===== src/design/hd_pkg.sv =====
// Shared constants, types and functions of the haversine distance pipeline.
package hd_pkg;

   localparam int CORDIC_STEPS = 24;
   localparam int FRAC_BITS    = 30;

   localparam int QW = FRAC_BITS + 1;
   localparam int CW = FRAC_BITS + 3;
   localparam int AW = FRAC_BITS + 2;
   localparam int SW = 2 * FRAC_BITS + 2;
   localparam int UW = 28;

   typedef logic signed [CW-1:0] cw_type;
   typedef logic [QW-1:0]        q_type;
   typedef logic [AW-1:0]        ang_type;
   typedef logic [UW-1:0]        udeg_type;

   typedef struct packed {
      q_type s_dlat;
      q_type s_dlon;
      q_type c_lat_a;
      q_type c_lat_b;
   } trig_type;

   localparam logic signed [27:0] LAT_LIM = 28'sd90000000;
   localparam logic signed [28:0] LON_LIM = 29'sd180000000;

   localparam longint PI_Q60       = 64'h3243F6A8885A308D;
   localparam longint RAD_Q62      = (PI_Q60 + 64'd22500000) / 64'd45000000;
   localparam longint INV_GAIN_Q62 = 64'd2800459870029452967;

   localparam int CLW = 20;
   localparam int CHW = 17;
   localparam logic [CLW-1:0] RAD_LO = RAD_Q62[CLW-1:0];
   localparam logic [CHW-1:0] RAD_HI = RAD_Q62[CLW+CHW-1:CLW];
   localparam int PW = UW + CHW + CLW + 1;

   localparam cw_type X0 =
      CW'((INV_GAIN_Q62 + (longint'(1) << (61 - FRAC_BITS))) >>> (62 - FRAC_BITS));
   localparam cw_type ONE_CW = CW'(longint'(1) << FRAC_BITS);
   localparam q_type  ONE_Q  = QW'(longint'(1) << FRAC_BITS);

   localparam logic [23:0] TWO_R_M  = 24'd12742000;
   localparam logic [24:0] DIST_MAX = 25'd20015087;

   // shift-subtract quotient of non-negative values below 2^62
   function automatic longint div_q(longint n, longint d);
      longint q;
      longint r;
      int     b;
      q = 0;
      r = 0;
      for (b = 62; b >= 0; b--) begin
         r = (r << 1) | ((n >>> b) & longint'(1));
         if (r >= d) begin
            r = r - d;
            q = q | (longint'(1) << b);
         end
      end
      return q;
   endfunction

   // atan(2^-i) by truncated series in Q62, rounded to the working format
   function automatic cw_type atan_q(int i);
      longint v;
      longint term;
      int     k;
      v = 0;
      if (i == 0) begin
         v = PI_Q60;
      end else begin
         for (k = 0; i * (2 * k + 1) <= 62; k++) begin
            term = div_q(longint'(1) << (62 - i * (2 * k + 1)), longint'(2 * k + 1));
            v    = ((k & 1) != 0) ? v - term : v + term;
         end
      end
      return CW'((v + (longint'(1) << (61 - FRAC_BITS))) >>> (62 - FRAC_BITS));
   endfunction

   function automatic q_type clamp_q(cw_type v);
      q_type r;
      if (v < 0) begin
         r = '0;
      end else if (v > ONE_CW) begin
         r = ONE_Q;
      end else begin
         r = v[QW-1:0];
      end
      return r;
   endfunction

   function automatic q_type round_q(logic [2*QW-1:0] m);
      logic [2*QW-1:0] t;
      t = (m + ((2*QW)'(1) << (FRAC_BITS - 1))) >> FRAC_BITS;
      return t[QW-1:0];
   endfunction

endpackage


===== src/design/hd_prep.sv =====
// Input clamping, angle differences and conversion to fixed-point radians.
module hd_prep import hd_pkg::*; (
   input  logic                clock,
   input  logic                reset,
   input  logic                en,
   input  logic                in_valid,
   input  logic signed [27:0]  lat_a,
   input  logic signed [28:0]  lon_a,
   input  logic signed [27:0]  lat_b,
   input  logic signed [28:0]  lon_b,
   output logic                out_valid,
   output cw_type              z [4]
);

   logic signed [27:0] la_c, lb_c;
   logic signed [28:0] oa_c, ob_c;
   logic signed [28:0] dlat, dlat_abs;
   logic signed [29:0] dlon, dlon_abs, dlon_w;
   logic signed [27:0] la_abs, lb_abs;
   udeg_type           u_in [4];

   udeg_type                u_ff  [4];
   logic [UW+CHW-1:0]       hi_ff [4];
   logic [UW+CLW-1:0]       lo_ff [4];
   cw_type                  z_ff  [4];
   logic [2:0]              v_ff;

   always_comb begin
      la_c = (lat_a > LAT_LIM) ? LAT_LIM : ((lat_a < -LAT_LIM) ? -LAT_LIM : lat_a);
      lb_c = (lat_b > LAT_LIM) ? LAT_LIM : ((lat_b < -LAT_LIM) ? -LAT_LIM : lat_b);
      oa_c = (lon_a > LON_LIM) ? LON_LIM : ((lon_a < -LON_LIM) ? -LON_LIM : lon_a);
      ob_c = (lon_b > LON_LIM) ? LON_LIM : ((lon_b < -LON_LIM) ? -LON_LIM : lon_b);
      dlat     = 29'(lb_c) - 29'(la_c);
      dlat_abs = dlat[28] ? -dlat : dlat;
      dlon     = 30'(ob_c) - 30'(oa_c);
      dlon_abs = dlon[29] ? -dlon : dlon;
      dlon_w   = (dlon_abs > 30'sd180000000) ? 30'sd360000000 - dlon_abs : dlon_abs;
      la_abs   = la_c[27] ? -la_c : la_c;
      lb_abs   = lb_c[27] ? -lb_c : lb_c;
      u_in[0]  = dlat_abs[UW-1:0];
      u_in[1]  = dlon_w[UW-1:0];
      u_in[2]  = la_abs;
      u_in[3]  = lb_abs;
   end

   always_ff @(posedge clock) begin
      if (reset) begin
         v_ff <= '0;
      end else if (en) begin
         v_ff <= {v_ff[1:0], in_valid};
      end
   end

   for (genvar l = 0; l < 4; l++) begin : g_lane
      localparam int SH = (l < 2) ? 63 - FRAC_BITS : 62 - FRAC_BITS;
      logic [PW-1:0] p;
      logic [PW-1:0] pr;
      assign p  = (PW'(hi_ff[l]) << CLW) + PW'(lo_ff[l]);
      assign pr = (p + (PW'(1) << (SH - 1))) >> SH;
      always_ff @(posedge clock) begin
         if (en) begin
            u_ff[l]  <= u_in[l];
            hi_ff[l] <= u_ff[l] * RAD_HI;
            lo_ff[l] <= u_ff[l] * RAD_LO;
            z_ff[l]  <= pr[CW-1:0];
         end
      end
      assign z[l] = z_ff[l];
   end

   assign out_valid = v_ff[2];

endmodule


===== config.mk =====
export PLATFORM = sky130hd
export DESIGN_NAME = hd_prep
export DESIGN_NICKNAME = d
export VERILOG_FILES = /design/src/design/hd_pkg.sv /design/src/design/hd_prep.sv
export SDC_FILE = /design/constraint.sdc
export NUM_CORES = 2
export LEC_CHECK = 0
export ABC_AREA = 0
export BUFFER_PORTS_ARGS = -buffer_cell sky130_fd_sc_hd__clkbuf_2
export CAP_MARGIN = 20
export CORE_ASPECT_RATIO = 0.7
export CORE_MARGIN = 2
export CORE_UTILIZATION = 47
export CTS_BUF_LIST = sky130_fd_sc_hd__clkbuf_2 sky130_fd_sc_hd__clkbuf_4 sky130_fd_sc_hd__clkbuf_8
export DETAILED_ROUTE_END_ITERATION = 10
export GPL_ROUTABILITY_DRIVEN = 0
export GPL_TIMING_DRIVEN = 0
export PLACE_DENSITY = 0.61
export SLEW_MARGIN = 25
export SYNTH_ARGS = -nofsm -noshare
export SYNTH_HDL_FRONTEND = slang
export SYNTH_SLANG_ARGS = --single-unit

===== constraint.sdc =====
create_clock -name clock -period 9.63 [get_ports clock]
set_clock_uncertainty 0.1 [all_clocks]
set_input_delay 0.4815 -clock clock [delete_from_list [all_inputs] [get_ports clock]]
set_output_delay 0.4815 -clock clock [all_outputs]
set_load 0.005 [all_outputs]

* Word level (Yosys, flattened, before mapping)
Memories as Yosys holds them, arrays and structs flattened.
Index checks and enable logic that the tools add are counted.
** Storage, ports and cells
- Latch bits :: 0
- Memory bits (read-only) :: 0
- Output and inout port bits :: 133
- Register bits after elaboration :: 3
- Logic and storage cells :: 52
- Input port bits :: 118
- Memories kept :: 4
- Memory bits (writable) :: 596
** Operators by class
- Bitwise logic cells :: 0
- Multiplexer cells :: 15
- Magnitude comparators :: 9
- Equal/unequal tests :: 0
- Reduce and logical (&&, ||, !) cells :: 0
- Multiply operators :: 8
- Divide/modulo/power cells :: 0
- Add/sub/neg operators :: 15
- Shift operators :: 0
** Memories
- lo_ff :: depth 4, width 46, rd ports 4, clocked after Yosys merged registers in 0, write ports 4, line hd_prep.sv:24 : logic [UW+CLW-1:0] lo_ff [4];
- hi_ff :: depth 4, width 42, rd ports 4, clocked after Yosys merged registers in 0, write ports 4, line hd_prep.sv:23 : logic [UW+CHW-1:0] hi_ff [4];
- z_ff :: depth 4, width 33, rd ports 4, clocked after Yosys merged registers in 0, write ports 4, line hd_prep.sv:25 : cw_type z_ff [4];
- u_ff :: depth 4, width 28, rd ports 4, clocked after Yosys merged registers in 0, write ports 4, line hd_prep.sv:22 : udeg_type u_ff [4];
** Operator list (count)
- two-way mux 28 bit :: 8
- multiplier 28 x 18 -> 46 bit, second input constant :: 4
- multiplier 28 x 14 -> 42 bit, second input constant :: 4
- adder 65 x 48 -> 66 bit :: 2
- adder 66 x 33 -> 66 bit, second input constant :: 2
- adder 65 x 32 -> 65 bit, second input constant :: 2
- adder 65 x 48 -> 65 bit :: 2
- two-way mux 29 bit :: 4
- negation 28 bit :: 3
- > comparator 29 bit, second input constant :: 2
- < comparator 29 bit, second input constant :: 2
- > comparator 28 bit, second input constant :: 2
- < comparator 28 bit, second input constant :: 2
- > comparator 30 x 29 -> 1 bit, second input constant :: 1
- two-way mux 30 bit :: 1
- negation 30 bit :: 1
- subtractor 29 x 29 -> 30 bit :: 1
- subtractor 28 x 28 -> 29 bit :: 1
- subtractor 28 bit, first input constant :: 1
- two-way mux 1 bit :: 2

* Longest topological paths before layout
- Word-level depth :: 8
- Mapped depth :: 35
- Gate-level depth less buffers :: 30

* Worst setup path after synthesis
OpenSTA, ideal clock, no wires.
- Path type :: input to register
- From :: in lon_a[8]
- To :: mem u_ff[1][20] (netlist name), data pin
- Setup slack :: 2.436 ns
- Library setup time :: 0.266 ns
- Arrival time :: 6.828 ns
- Path buffers :: 1
- Stages :: 29
- Path through :: a21o_1 -> a21oi_1 -> nor2_1 -> o21a_1 -> o21ai_0 -> nand2_1 -> a21o_1 -> a21oi_1 -> nor2b_1 -> o21ai_0 -> ha_1 -> nor2_1 -> nand2_1 -> fa_1 -> a211oi_4 -> o21ai_1 -> a221oi_2 -> o2111ai_1 -> a31o_2 -> a211o_1 -> and2_0 -> o41a_1 -> xor2_1 -> or4b_1 -> or4_4 -> a31oi_4 -> buf_6 -> nor3_1 -> xor2_1
** RTL lines
- from (decl) :: line hd_prep.sv:8 : input logic signed [28:0] lon_a,
- to (decl) :: line hd_prep.sv:22

==> flow_summary_export.csv <==
group,metric,value,unit
run_status,status,"completed",
layout,drive_gt1_share,5.34,%
synth,synth_nets,11300,
detailed_routing,drtIter0Drc,4300,
sta,period_needed,9.01,ns
clock_network,cts_sinks,511,
floorplanning,start_util,47.2,%
clock_network,post_cts_buffers,0,
global_route,grt_pass1_wl,344000,µm
floorplanning,rows,131,
detailed_routing,viasPerCell,5.28,
sta,finalSetupTns,0,ns
synth,synth-seq-cells,511,
clock_network,clock_latency,0.86,ns
layout,regArea,0.0153,mm²
clock_network,ctsLongestPathBuffers,3,
critical_path,crit_path_start_kind,"register",
floorplanning,die_x,515,µm
sta,post-route-worst-setup-slack,0.617,ns
job,cap_violations,0,
global_route,track_usage,23.7,%
sta,relSlewSlack,30.0,%
critical_path,cp_max_fo,8,
synth,yosysTopAreaCell,"fa_1",
floorplanning,fp.coreArea,0.182,mm²
critical_path,criticalPathCategory,"register to register",
synth,async_reset_ff_share,0,%
critical_path,worstSetupEndpointType,"register",
global_route,grt_overflow,0,
critical_path,critPathBufInv,2,
layout,syn2layout_area_growth,7.69,%
critical_path,crit_chain,"ha_1, inv_1, fa_1, inv_1, fa_1, fa_1, fa_1, fa_1, ha_1, and3_1, and2_1, nand4_1, a211oi_1, o21ai_0, a2111oi_1, o311ai_1, o211ai_1, a2111oi_0, nor3_1, a311o_1, a21oi_1, xnor2_1",
detailed_routing,via_count,59700,
critical_path,worstPathArrival,9.50,ns
critical_path,crit_top_cell,"fa_1",
sta,finalSetupViolations,0,
layout,mostFrequentLayoutCells,"2,279 x inv_1, 1,502 x ha_1, 1,234 x fa_1",
sta,rsz0062_at_grt,"false",
synth,ys_warn_count,0,
place,io_buffers,249,
clock_network,cts_max_level,3,
critical_path,cp_top_family,"adder cells",
synth,yosysSeqAreaShare,17.9,%
clock_network,post_cts_resized,0,
sta,fmax,111,MHz
clock_network,clockRootBuffer,"clkbuf_8",
synth,synth_ff_type,"edfxtp_1",
floorplanning,pin_count,251,
sta,hold_viol_final,0,
place,dp_slack,0.682,ns
layout,final_common_cell,"inv_1",
synth,synth_top_area_share,28.8,%
layout,multiInputGateArea,0.0616,mm²
detailed_routing,postRouteAntennaNets,0,
worst_hold_path,hp-class,"input port to register",
place,placed_area,0.0902,mm²
synth,synthCells,8454,
synth,ys_types,101,
clock_network,cts_tree,"done",
sta,worstMarginPinSlew,1.04,ns
synth,avgSynthCellArea,10.1,µm²
detailed_routing,wl_per_cell,19.1,µm
clock_network,clk_pin_slew,0.07,ns
clock_network,cts_buffers,88,
critical_path,slowest_delay,0.98,ns
place,placed_cells,11100,
sta,min_period_over_period,93.6,%
synth,ys_top_cells_by_area,"fa_1 29%, ha_1 22%, edfxtp_1 18%, inv_1 10%, xnor2_1 3.5%",
synth,synth_edf_count,508,
global_route,grt_antenna_before_repair,30,
critical_path,worstPathRequired,10.11,ns
place,dp_hpwl,185000,µm
global_route,grt_max_degree,87,
floorplanning,die_y,361,µm
critical_path,slowest_stage,"a2111oi_1",
layout,nets,11700,
detailed_routing,wirelength,215000,µm
layout,instances_no_fill,11300,
sta,slew_viol_final,0,
detailed_routing,drc_errors,0,
layout,fill_cells,16700,
detailed_routing,dr.pass1.iters,6,
floorplanning,die-area,0.186,mm²
synth,synthesis.area,0.0858,mm²
global_route,grt_pass1_vias,61300,
layout,final_area,0.0924,mm²
-- stage by stage --
step	util [%]	hold slack, ns
global placement	49.5	0.371
finish	50.8	0.103
global route	50.8	0.0547
CTS	50.8	0.0170
detailed placement	49.6	0.387
floorplan	-	0.360
-- flip-flops by register name, summed over array words and instances (netlist names) --
name / flops
v_ff: 3
u_ff: 112
lo_ff: 96
hi_ff: 168
z_ff: 132
-- repair_timing --
| action | CTS | global route |
|---|---|---|
| setup endpoints to repair | 0 | 0 |
| hold endpoints to repair | 23 | 0 |
| hold buffers | 24 | 0 |
-- cells in the mapped netlist (14+ instances only) --
cell type,number
inv_1,2279
ha_1,1502
fa_1,1234
edfxtp_1,508
nor2_1,358
xnor2_1,346
a21oi_1,306
nand2_1,236
o21ai_0,206
a21o_1,157
xor2_1,139
nor3_1,113
nand3_1,95
o21a_1,89
nor2b_1,68
nand2b_1,49
clkbuf_1,48
a31oi_1,45
and2_1,44
nand4_1,44
o21bai_1,43
and3_1,42
a211oi_1,36
o211ai_1,28
nor4_1,25
o31ai_1,24
or3_1,24
or2_2,22
and4_1,20
nor3b_1,18
a21boi_0,14
-- layout make-up --
type,instances,area share (%)
multi-input cells,5599,66.7
flip-flops and latches,511,16.6
inverters,2279,9.26
well taps,2394,3.24
repair buffers,279,1.80
clock buffers,107,1.47
clock inverters,51,0.566
plain buffers,65,0.295
diodes,19,0.0515
-- worst min-delay path, delay by kind of cell --
family	cells	cell delay, ns
buf+inv	1	0.15
compound gates	1	0.18
xor+xnor	1	0.12
-- final timing paths --
| kind | startpoint | endpoint | slack, ns | depth (start not counted) |
|---|---|---|---|---|
| hold / removal | lat_b[20] | u_ff[3][20] | 0.10 | 3 |
| setup reg to reg | u_ff[3][8] | hi_ff[3][39] | 0.62 | 22 |
| setup / recovery | u_ff[3][8] | hi_ff[3][39] | 0.62 | 22 |
| hold reg to reg | v_ff[0] | v_ff[1] | 0.40 | 2 |
-- layer usage --
layer	track usage, %	vias to the layer above	wire [µm]	part of all wire, %
li1	-	28200	-	-
met2	34.1	1556	89700	42
met4	4.62	0	3930	1.8
met5	0	-	0	0
met3	3.83	242	13900	6.5
met1	37.1	29700	108000	50
-- cell families after synthesis --
group | Yosys count | share of synthesized area (%)
buffers and inverters | 2344 | 10.3
flip-flops | 511 | 17.9
multiplexers | 15 | 0.182
AND/OR/NAND/NOR | 1216 | 7.09
adder cells (fa/ha/maj) | 2736 | 50.7
AO/OA/AOI/OAI | 1146 | 8.88
XOR/XNOR | 486 | 4.97
Power is not shown: default switching activity piles up to over one toggle a cycle in this logic, so the estimate is an artifact.
